$ cat src/hdl/mfr_pkg.sv
`timescale 1ns / 1ps
// ----------------------------------------------------------------------------
// Meter frame receiver package
// Shared constants, codes and types for the meter frame receiver.
// ----------------------------------------------------------------------------
package mfr_pkg;

  localparam int unsigned Q_DEPTH = 2;

  localparam logic [7:0] START_BYTE   = 8'h68;
  localparam logic [7:0] END_BYTE     = 8'h16;
  localparam int unsigned RESP_BIT    = 7;
  localparam logic [8:0] CTRL_OFFSET  = 9'd9;
  localparam logic [8:0] LEN_OFFSET   = 9'd10;
  localparam logic [8:0] CSUM_GAP     = 9'd11;

  localparam logic CMD_BYTE = 1'b0;
  localparam logic CMD_TICK = 1'b1;

  localparam logic [2:0] ST_OK       = 3'd0;
  localparam logic [2:0] ST_CHECKSUM = 3'd1;
  localparam logic [2:0] ST_NO_END   = 3'd2;
  localparam logic [2:0] ST_ZERO_LEN = 3'd3;
  localparam logic [2:0] ST_TIMEOUT  = 3'd4;
  localparam logic [2:0] ST_NOT_RESP = 3'd5;

  localparam int unsigned ADDR_W = 4;
  localparam logic [1:0] REG_TIMEOUT  = 2'd0;
  localparam logic [1:0] REG_REQ_RESP = 2'd1;
  localparam logic [1:0] REG_REJ_ZERO = 2'd2;

  localparam logic [15:0] TIMEOUT_RST = 16'd100;

  typedef struct packed {
    logic       cmd;
    logic [7:0] data;
    logic       is_start;
    logic       is_end;
    logic       is_zero;
  } class_t;

  typedef struct packed {
    logic [15:0] timeout_ticks;
    logic        require_response;
    logic        reject_zero_length;
  } cfg_t;

endpackage

$ cat src/hdl/mfr_ifs.sv
`timescale 1ns / 1ps
// ----------------------------------------------------------------------------
// Meter frame receiver channels
// Valid/ready channels for received words and for frame results.
// ----------------------------------------------------------------------------
interface mfr_in_if;
  logic       valid;
  logic       ready;
  logic       cmd;
  logic [7:0] rx_byte;

  modport source (output valid, output cmd, output rx_byte, input ready);
  modport sink (input valid, input cmd, input rx_byte, output ready);
endinterface

interface mfr_out_if;
  logic       valid;
  logic       ready;
  logic [7:0] frame_byte;
  logic [8:0] byte_offset;
  logic       frame_end;
  logic [2:0] status;

  modport source (output valid, output frame_byte, output byte_offset,
                  output frame_end, output status, input ready);
  modport sink (input valid, input frame_byte, input byte_offset,
                input frame_end, input status, output ready);
endinterface

$ cat src/hdl/mfr_front.sv
`timescale 1ns / 1ps
// ----------------------------------------------------------------------------
// Meter frame receiver front end
// Registers incoming words and tags start, end and zero bytes.
// ----------------------------------------------------------------------------
module mfr_front (
  input  logic           clk,
  input  logic           rst_n,
  mfr_in_if.sink         in_ch,
  output mfr_pkg::class_t item,
  output logic           item_valid,
  input  logic           item_ready
);
  import mfr_pkg::*;

  logic   valid_r;
  class_t item_r;
  logic   take;

  assign in_ch.ready = !valid_r || item_ready;
  assign take        = in_ch.valid && in_ch.ready;
  assign item        = item_r;
  assign item_valid  = valid_r;

  always_ff @(posedge clk) begin
    if (!rst_n) begin
      valid_r <= 1'b0;
    end else if (in_ch.ready) begin
      valid_r <= in_ch.valid;
    end
  end

  always_ff @(posedge clk) begin
    if (take) begin
      item_r.cmd      <= in_ch.cmd;
      item_r.data     <= in_ch.rx_byte;
      item_r.is_start <= (in_ch.rx_byte == START_BYTE);
      item_r.is_end   <= (in_ch.rx_byte == END_BYTE);
      item_r.is_zero  <= (in_ch.rx_byte == 8'd0);
    end
  end

endmodule

$ cat src/hdl/mfr_queue.sv
`timescale 1ns / 1ps
// ----------------------------------------------------------------------------
// Meter frame receiver queue
// Short first-in first-out queue of tagged words between front and back.
// ----------------------------------------------------------------------------
module mfr_queue #(
  parameter int unsigned DEPTH = mfr_pkg::Q_DEPTH
) (
  input  logic            clk,
  input  logic            rst_n,
  input  mfr_pkg::class_t push_item,
  input  logic            push_valid,
  output logic            push_ready,
  output mfr_pkg::class_t pop_item,
  output logic            pop_valid,
  input  logic            pop_ready
);
  import mfr_pkg::*;

  localparam int unsigned PTR_W = (DEPTH > 1) ? $clog2(DEPTH) : 1;
  localparam int unsigned CNT_W = $clog2(DEPTH + 1);
  localparam logic [PTR_W-1:0] LAST = PTR_W'(DEPTH - 1);

  class_t           mem_r [DEPTH];
  logic [PTR_W-1:0] wr_ptr_r, rd_ptr_r;
  logic [CNT_W-1:0] cnt_r;
  logic             do_push, do_pop;

  assign push_ready = (cnt_r != CNT_W'(DEPTH));
  assign pop_valid  = (cnt_r != '0);
  assign pop_item   = mem_r[rd_ptr_r];
  assign do_push    = push_valid && push_ready;
  assign do_pop     = pop_valid && pop_ready;

  always_ff @(posedge clk) begin
    if (!rst_n) begin
      wr_ptr_r <= '0;
      rd_ptr_r <= '0;
      cnt_r    <= '0;
    end else begin
      if (do_push) begin
        wr_ptr_r <= (wr_ptr_r == LAST) ? '0 : wr_ptr_r + 1'b1;
      end
      if (do_pop) begin
        rd_ptr_r <= (rd_ptr_r == LAST) ? '0 : rd_ptr_r + 1'b1;
      end
      if (do_push && !do_pop) begin
        cnt_r <= cnt_r + 1'b1;
      end else if (do_pop && !do_push) begin
        cnt_r <= cnt_r - 1'b1;
      end
    end
  end

  always_ff @(posedge clk) begin
    if (do_push) begin
      mem_r[wr_ptr_r] <= push_item;
    end
  end

endmodule

$ cat src/hdl/mfr_back.sv
`timescale 1ns / 1ps
// ----------------------------------------------------------------------------
// Meter frame receiver back end
// Frame state, checksum and verdicts, with the result register.
// ----------------------------------------------------------------------------
module mfr_back (
  input  logic            clk,
  input  logic            rst_n,
  input  mfr_pkg::cfg_t   cfg,
  input  mfr_pkg::class_t item,
  input  logic            item_valid,
  output logic            item_ready,
  mfr_out_if.source       out_ch
);
  import mfr_pkg::*;

  logic        phase_r, phase_nxt;
  logic [8:0]  count_r, count_nxt;
  logic [7:0]  len_r, len_nxt;
  logic [7:0]  sum_r, sum_nxt;
  logic        resp_r, resp_nxt;
  logic [15:0] wait_r, wait_nxt;

  logic        ovalid_r;
  logic [7:0]  obyte_r, obyte_nxt;
  logic [8:0]  ooff_r, ooff_nxt;
  logic        oend_r, oend_nxt;
  logic [2:0]  ostat_r, ostat_nxt;
  logic        emit;
  logic        pop;
  logic [7:0]  len_eff;
  logic [8:0]  csum_off;

  assign item_ready = !ovalid_r || out_ch.ready;
  assign pop        = item_valid && item_ready;

  assign out_ch.valid       = ovalid_r;
  assign out_ch.frame_byte  = obyte_r;
  assign out_ch.byte_offset = ooff_r;
  assign out_ch.frame_end   = oend_r;
  assign out_ch.status      = ostat_r;

  assign len_eff  = (count_r == LEN_OFFSET) ? item.data : len_r;
  assign csum_off = {1'b0, len_eff} + CSUM_GAP;

  always_comb begin
    phase_nxt = phase_r;
    count_nxt = count_r;
    len_nxt   = len_r;
    sum_nxt   = sum_r;
    resp_nxt  = resp_r;
    wait_nxt  = wait_r;
    emit      = 1'b0;
    obyte_nxt = item.data;
    ooff_nxt  = count_r;
    oend_nxt  = 1'b0;
    ostat_nxt = ST_OK;
    if (!phase_r) begin
      if (item.cmd == CMD_BYTE && item.is_start) begin
        phase_nxt = 1'b1;
        count_nxt = 9'd1;
        sum_nxt   = item.data;
        wait_nxt  = '0;
        len_nxt   = '0;
        resp_nxt  = 1'b0;
        emit      = 1'b1;
        ooff_nxt  = '0;
      end
    end else if (item.cmd == CMD_TICK) begin
      if (wait_r < cfg.timeout_ticks) begin
        wait_nxt = wait_r + 16'd1;
      end else begin
        wait_nxt  = '0;
        phase_nxt = 1'b0;
        emit      = 1'b1;
        obyte_nxt = '0;
        oend_nxt  = 1'b1;
        ostat_nxt = ST_TIMEOUT;
      end
    end else begin
      emit = 1'b1;
      if (count_r == CTRL_OFFSET) begin
        resp_nxt = item.data[RESP_BIT];
      end
      if (count_r == LEN_OFFSET) begin
        len_nxt = item.data;
      end
      if (count_r == LEN_OFFSET && item.is_zero && cfg.reject_zero_length) begin
        phase_nxt = 1'b0;
        oend_nxt  = 1'b1;
        ostat_nxt = ST_ZERO_LEN;
      end else if (count_r < csum_off) begin
        sum_nxt   = sum_r + item.data;
        count_nxt = count_r + 9'd1;
      end else if (count_r == csum_off) begin
        sum_nxt   = sum_r - item.data;
        count_nxt = count_r + 9'd1;
      end else begin
        phase_nxt = 1'b0;
        oend_nxt  = 1'b1;
        if (!item.is_end) begin
          ostat_nxt = ST_NO_END;
        end else if (cfg.require_response && !resp_r) begin
          ostat_nxt = ST_NOT_RESP;
        end else if (sum_r != 8'd0) begin
          ostat_nxt = ST_CHECKSUM;
        end else begin
          ostat_nxt = ST_OK;
        end
      end
    end
  end

  always_ff @(posedge clk) begin
    if (!rst_n) begin
      phase_r  <= 1'b0;
      count_r  <= '0;
      len_r    <= '0;
      sum_r    <= '0;
      resp_r   <= 1'b0;
      wait_r   <= '0;
      ovalid_r <= 1'b0;
    end else begin
      if (pop) begin
        phase_r <= phase_nxt;
        count_r <= count_nxt;
        len_r   <= len_nxt;
        sum_r   <= sum_nxt;
        resp_r  <= resp_nxt;
        wait_r  <= wait_nxt;
      end
      if (item_ready) begin
        ovalid_r <= pop && emit;
      end
    end
  end

  always_ff @(posedge clk) begin
    if (pop && emit) begin
      obyte_r <= obyte_nxt;
      ooff_r  <= ooff_nxt;
      oend_r  <= oend_nxt;
      ostat_r <= ostat_nxt;
    end
  end

endmodule

$ cat src/hdl/meter_frame_receiver.sv
`timescale 1ns / 1ps
// ----------------------------------------------------------------------------
// Meter frame receiver
// Deframes meter bus frames from received words and timeout ticks.
// ----------------------------------------------------------------------------
//  Port     Direction  Carries
//  in_ch    sink       cmd, rx_byte: one received byte or one timeout tick
//  out_ch   source     frame_byte, byte_offset, frame_end, status
//  APB      slave      timeout_ticks, require_response, reject_zero_length
//
//  The frame state update sustains one word per cycle while results are taken.
//  A word passes the front register and queue to reach the result register.
//  Reset is synchronous and returns the block to hunting for a start byte.
//  A stalled result holds the back end; the queue lets the front keep taking
//  words until it fills.
// ----------------------------------------------------------------------------
module meter_frame_receiver #(
  parameter int unsigned QUEUE_DEPTH = mfr_pkg::Q_DEPTH
) (
  input  logic                       clk,
  input  logic                       rst_n,
  mfr_in_if.sink                     in_ch,
  mfr_out_if.source                  out_ch,
  input  logic                       psel,
  input  logic                       penable,
  input  logic                       pwrite,
  input  logic [mfr_pkg::ADDR_W-1:0] paddr,
  input  logic [31:0]                pwdata,
  output logic [31:0]                prdata,
  output logic                       pready
);
  import mfr_pkg::*;

  cfg_t   cfg_r;
  class_t f_item, q_item;
  logic   f_valid, f_ready, q_valid, q_ready;
  logic   wr_en;

  assign pready = 1'b1;
  assign wr_en  = psel && penable && pwrite && pready;

  always_ff @(posedge clk) begin
    if (!rst_n) begin
      cfg_r.timeout_ticks      <= TIMEOUT_RST;
      cfg_r.require_response   <= 1'b1;
      cfg_r.reject_zero_length <= 1'b1;
    end else if (wr_en) begin
      unique case (paddr[3:2])
        REG_TIMEOUT:  cfg_r.timeout_ticks      <= pwdata[15:0];
        REG_REQ_RESP: cfg_r.require_response   <= pwdata[0];
        REG_REJ_ZERO: cfg_r.reject_zero_length <= pwdata[0];
        default: ;
      endcase
    end
  end

  always_comb begin
    unique case (paddr[3:2])
      REG_TIMEOUT:  prdata = {16'd0, cfg_r.timeout_ticks};
      REG_REQ_RESP: prdata = {31'd0, cfg_r.require_response};
      REG_REJ_ZERO: prdata = {31'd0, cfg_r.reject_zero_length};
      default:      prdata = '0;
    endcase
  end

  mfr_front u_front (
    .clk        (clk),
    .rst_n      (rst_n),
    .in_ch      (in_ch),
    .item       (f_item),
    .item_valid (f_valid),
    .item_ready (f_ready)
  );

  mfr_queue #(
    .DEPTH (QUEUE_DEPTH)
  ) u_queue (
    .clk        (clk),
    .rst_n      (rst_n),
    .push_item  (f_item),
    .push_valid (f_valid),
    .push_ready (f_ready),
    .pop_item   (q_item),
    .pop_valid  (q_valid),
    .pop_ready  (q_ready)
  );

  mfr_back u_back (
    .clk        (clk),
    .rst_n      (rst_n),
    .cfg        (cfg_r),
    .item       (q_item),
    .item_valid (q_valid),
    .item_ready (q_ready),
    .out_ch     (out_ch)
  );

endmodule

$ cat src/flat_wrapper.sv
// flat-port wrapper written by rule: the top's interface ports become plain ports
module meter_frame_receiver_flat import mfr_pkg::*;
#(
  parameter int unsigned QUEUE_DEPTH = mfr_pkg::Q_DEPTH
)
  (clk, rst_n, psel, penable, pwrite, paddr, pwdata, prdata, pready, in_ch_valid, in_ch_cmd, in_ch_rx_byte, in_ch_ready, out_ch_valid, out_ch_frame_byte, out_ch_byte_offset, out_ch_frame_end, out_ch_status, out_ch_ready);
  mfr_in_if in_ch_i ();
  mfr_out_if out_ch_i ();
  input  logic clk;
  input  logic rst_n;
  input  logic psel;
  input  logic penable;
  input  logic pwrite;
  input  logic [mfr_pkg::ADDR_W-1:0] paddr;
  input  logic [31:0] pwdata;
  output logic [31:0] prdata;
  output logic pready;
  input wire logic [$bits(in_ch_i.valid)-1:0] in_ch_valid;
  input wire logic [$bits(in_ch_i.cmd)-1:0] in_ch_cmd;
  input wire logic [$bits(in_ch_i.rx_byte)-1:0] in_ch_rx_byte;
  output wire logic [$bits(in_ch_i.ready)-1:0] in_ch_ready;
  output wire logic [$bits(out_ch_i.valid)-1:0] out_ch_valid;
  output wire logic [$bits(out_ch_i.frame_byte)-1:0] out_ch_frame_byte;
  output wire logic [$bits(out_ch_i.byte_offset)-1:0] out_ch_byte_offset;
  output wire logic [$bits(out_ch_i.frame_end)-1:0] out_ch_frame_end;
  output wire logic [$bits(out_ch_i.status)-1:0] out_ch_status;
  input wire logic [$bits(out_ch_i.ready)-1:0] out_ch_ready;
  assign in_ch_i.valid = in_ch_valid;
  assign in_ch_i.cmd = in_ch_cmd;
  assign in_ch_i.rx_byte = in_ch_rx_byte;
  assign in_ch_ready = in_ch_i.ready;
  assign out_ch_valid = out_ch_i.valid;
  assign out_ch_frame_byte = out_ch_i.frame_byte;
  assign out_ch_byte_offset = out_ch_i.byte_offset;
  assign out_ch_frame_end = out_ch_i.frame_end;
  assign out_ch_status = out_ch_i.status;
  assign out_ch_i.ready = out_ch_ready;
  meter_frame_receiver #(.QUEUE_DEPTH(QUEUE_DEPTH)) u_core (.clk(clk), .rst_n(rst_n), .in_ch(in_ch_i), .out_ch(out_ch_i), .psel(psel), .penable(penable), .pwrite(pwrite), .paddr(paddr), .pwdata(pwdata), .prdata(prdata), .pready(pready));
endmodule
$ cat config.mk
export PLATFORM = sky130hd
export DESIGN_NAME = meter_frame_receiver_flat
export DESIGN_NICKNAME = d
export VERILOG_FILES = /design/src/hdl/mfr_pkg.sv /design/src/hdl/mfr_ifs.sv /design/src/hdl/mfr_front.sv /design/src/hdl/mfr_queue.sv /design/src/hdl/mfr_back.sv /design/src/hdl/meter_frame_receiver.sv /design/src/flat_wrapper.sv
export SDC_FILE = /design/constraint.sdc
export NUM_CORES = 1
export LEC_CHECK = 0
export ABC_AREA = 0
export BUFFER_PORTS_ARGS = -buffer_cell sky130_fd_sc_hd__buf_2
export CAP_MARGIN = 20
export CORE_MARGIN = 2
export CORE_UTILIZATION = 45
export CTS_BUF_LIST = sky130_fd_sc_hd__clkbuf_8
export DETAILED_ROUTE_END_ITERATION = 7
export GPL_ROUTABILITY_DRIVEN = 0
export PLACE_DENSITY = 0.68
export SLEW_MARGIN = 25
export SYNTH_ARGS = -nofsm -noshare
export SYNTH_HDL_FRONTEND = slang
export SYNTH_HIERARCHICAL = 1
export SYNTH_SLANG_ARGS = --single-unit
$ cat constraint.sdc
create_clock -name clk -period 4.7 [get_ports clk]
set_clock_uncertainty 0.1 [all_clocks]
set_input_delay 0.47 -clock clk [delete_from_list [all_inputs] [get_ports clk]]
set_output_delay 0.47 -clock clk [all_outputs]
set_load 0.05 [all_outputs]
==> impl_metrics.py <==
metrics = {
    "power_and_ir_drop": {
        "sw_frac_of_total_pct": 34.61,
        "clkPwrFrac_pct": 28.3,
        "pwr-share-seq_pct": 39.4,
        "intPower_mw": 2.180,
        "p_sw_mw": 1.154,
        "peakVddDrop_mv": 0.2231,
        "p_total_mw": 3.335,
        "comb_power_share_pct": 32.4,
        "p_leak_nw": 3.330,
        "powerDensity_mw_per_mm2": 415.6,
    },
    "global_route": {
        "first_global_vias": 4987,
        "track_usage_pct": 18.27,
        "grt_max_degree": 35,
        "grt_overflow": 0,
        "grt_pass1_wl_um": 23560,
        "grt_antenna_before_repair": 0,
    },
    "clock_tree": {
        "postCtsHoldBufs": 0,
        "path_clk_slew_ps": 80,
        "clock_path_buffers": 2,
        "root_buffer": "clkbuf_8",
        "cts.sinks": 125,
        "cts_tree": "done",
        "cts_buffers": 17,
        "clock_latency_ps": 440,
        "htree_levels": 4,
    },
    "synthesis": {
        "yosys_warnings": 6,
        "syn_avg_cell_area_um2": 9.917,
        "syn_area_mm2": 0.006803,
        "ys.flop_type": "dfxtp_1",
        "ys_seq_elements": 125,
        "synth_cells": 686,
        "synth-edff-count": 57,
        "async_reset_ff_share_pct": 0,
        "post_synth_num_cell_types": 67,
        "yosysSeqAreaShare_pct": 45.17,
    },
    "die": {
        "initial_utilization_pct": 46.45,
        "rows": 44,
        "die_y_um": 127.0,
        "dieArea_mm2": 0.01612,
        "io_pins": 108,
        "core_area_mm2": 0.01464,
        "die_w_um": 127.0,
    },
    "layout": {
        "syn_to_final_growth_pct": 17.93,
        "final_cells": 988,
        "post-route-util_pct": 54.78,
        "fin_nets": 881,
        "diodes": 0,
        "drive_gt1_share_pct": 23.88,
    },
    "sta": {
        "fin_crit_ps": 4746,
        "hold_violations": 0,
        "fin_ws_ps": -46.11,
        "setup_viol": 1,
        "slew_viol_final": 0,
        "max_freq_ghz": 0.2107,
        "fin_tns_setup_ps": -46.11,
        "min_period_over_period_pct": 101.0,
        "tightestPinTransition_ps": 893.3,
        "rsz0062_at_grt": "true",
        "slew_headroom_pct": 40.25,
    },
    "place": {
        "hpwl_um": 10740,
        "detailedPlace.worstSlack_ps": -191.4,
        "port_buffers": 72,
        "placed_cells": 951,
    },
    "outcome": {
        "violations": "negative setup slack",
        "outcome": "finished with violations",
    },
    "run": {
        "maxCapViolCount": 0,
    },
    "routing": {
        "routed_via_density": 5.275,
        "post_drt_wl_per_cell_um": 14.62,
        "drtIter0Drc": 271,
        "route.detailed.drc": 0,
        "ant_nets": 0,
        "first_pass_iters": 4,
        "drt_wl_total_um": 14440,
        "num_vias": 5212,
    },
    "worst_hold_path": {
        "hp-class": "input port to flip-flop",
    },
    "worst_setup_path": {
        "cp_max_fo": 6,
        "arrival_ps": 4960,
        "endpoint_kind": "flip-flop",
        "worst_ep_required_time_ps": 4920,
        "worstSetupStartpointType": "flip-flop",
        "crit_type": "flip-flop to flip-flop",
    },
}
-- sequential cells by signal (all words and copies together), names as in the netlist, named ones only --
name,flops
u_core/u_back/resp_r,1
u_core/u_back/out_ch.frame_end,1
u_core/u_back/sum_r,8
u_core/u_back/out_ch.valid,1
u_core/u_queue/mem_r,24
u_core/u_back/len_r,8
u_core/u_back/phase_r,1
u_core/u_back/out_ch.byte_offset,9
u_core/cfg_r,18
u_core/u_back/out_ch.status,3
u_core/u_front/item_valid,1
u_core/u_back/out_ch.frame_byte,8
u_core/u_queue/rd_ptr_r,1
u_core/u_front/item,12
u_core/u_back/count_r,9
u_core/u_back/wait_r,16
u_core/u_queue/cnt_r,2
u_core/u_queue/wr_ptr_r,1
-- worst max-delay path: stages, from the launching register on --
cell	delay, ps
dfxtp_4	400
mux2_4	310
o21a_1	240
o21ai_2	230
mux2i_4	120
a21o_1	190
a21oi_2	150
a21o_1	150
ha_4	220
a211oi_4	210
nor2_2	70
a2111oi_4	320
buf_6	180
nor2_2	40
a21oi_2	150
ha_1	240
nor2b_1	140
o21ai_2	150
a21oi_1	120
or4_4	430
a31o_2	240
mux2i_1	130
o22ai_1	90
-- power by group through the flow --
stage	sequential, mW	clock, mW	combinational (mW)
final	1.31	0.942	1.08
after global routing	1.32	1.01	1.17
after CTS	1.31	0.963	1.01
after detailed placement	1.34	0	0.987
after global placement	1.33	0	0.957
after floorplan	1.37	0	0.691
-- synthesized netlist by cell type, types with 3 or more instances --
cell type	instances	share of area (%)
o211a_1	3	0.44
mux2_2	13	2.2
nor2_1	50	2.8
nand2b_1	9	0.83
or4b_1	3	0.44
a21oi_1	23	1.7
edfxtp_1	57	25
a22oi_1	7	0.77
or3_1	7	0.64
inv_1	37	2.0
mux2i_1	21	3.1
clkbuf_1	16	0.88
nor4_1	3	0.28
xnor2_1	25	3.2
a21o_1	5	0.55
o211ai_1	8	0.88
dfxtp_1	68	20
xor2_1	18	2.3
o21ai_0	26	1.9
buf_2	5	0.37
a21boi_0	5	0.55
a211oi_1	3	0.33
buf_4	20	2.2
nand3_1	22	1.6
nor3_1	12	0.88
and3_1	6	0.55
nand4_1	11	1.0
and2_1	21	1.9
a21boi_1	4	0.44
nor2b_1	23	2.1
ha_1	37	6.8
o22ai_1	3	0.28
o21a_1	7	0.77
nand2_1	65	3.6
-- layout make-up --
cell class / count / area, um2
clock inverters: 15 / 162.7
repair buffers: 116 / 701.9
well taps: 184 / 230.2
clock buffers: 17 / 234.0
flip-flops and latches: 125 / 3077
multi-input cells: 494 / 3478
inverters: 37 / 138.9
fillers: 1294 / 6621
-- logic make-up after synthesis --
| group | Yosys count | synth area share [%] |
|---|---|---|
| simple gates | 248 | 19.18 |
| mux | 34 | 5.242 |
| flops | 125 | 45.17 |
| other cells | 2 | 0.1104 |
| fa+ha+maj | 38 | 7.099 |
| compound gates | 114 | 11.53 |
| xor+xnor | 43 | 5.536 |
| buf+inv | 82 | 6.124 |
-- cell usage in the layout, fill, tap and decap left out, drive strengths merged, types with 7 or more instances in the layout --
master / instances
a21boi: 9
a21oi: 23
a22oi: 7
and2: 21
buf: 116
clkbuf: 17
conb: 17
dfxtp: 68
edfxtp: 57
ha: 37
inv: 44
mux2: 13
mux2i: 21
nand2: 66
nand2b: 10
nand3: 24
nand4: 11
nor2: 50
nor2b: 23
nor3: 13
o211ai: 8
o21a: 7
o21ai: 28
or3: 7
xnor2: 25
xor2: 18
-- per-stage QoR --
step	hold slack, ps	cell area [um2]
after floorplan	321.5	6915
after global placement	327.4	7503
after detailed placement	335.5	7503
after CTS	74.35	7925
after global routing	80.20	8023
final	98.68	8023
-- metal layers --
metal,vias up,track usage [%],part of all wire [%]
li1,2591,-,-
met1,2433,23.57,46
met2,160,29.70,47
met3,28,3.880,4.7
met4,0,8.016,2.4
met5,-,0,0
-- timing repair --
item	4_1_cts	5_1_grt
buffers inserted	2	3
pin swaps	3	11
resized for setup	3	18
setup endpoints to repair	3	4
-- path summary, 6_finish.rpt --
check	startpoint	endpoint	slack [ps]	cells past startpoint
hold reg to reg	u_core/u_front/item[0]$_DFFE_PP_	u_core/u_queue/mem_r[0][0]$_DFFE_PP_	350	0
setup reg to reg	flip-flop	u_core/u_back/sum_r[7]$_SDFFE_PN0P_	-50	22
hold / removal	in_ch_cmd	u_core/u_front/item[11]$_DFFE_PP_	100	1
setup / recovery	flip-flop	u_core/u_back/sum_r[7]$_SDFFE_PN0P_	-50	22
No activity file was read; power rests on OpenSTA's default activity.
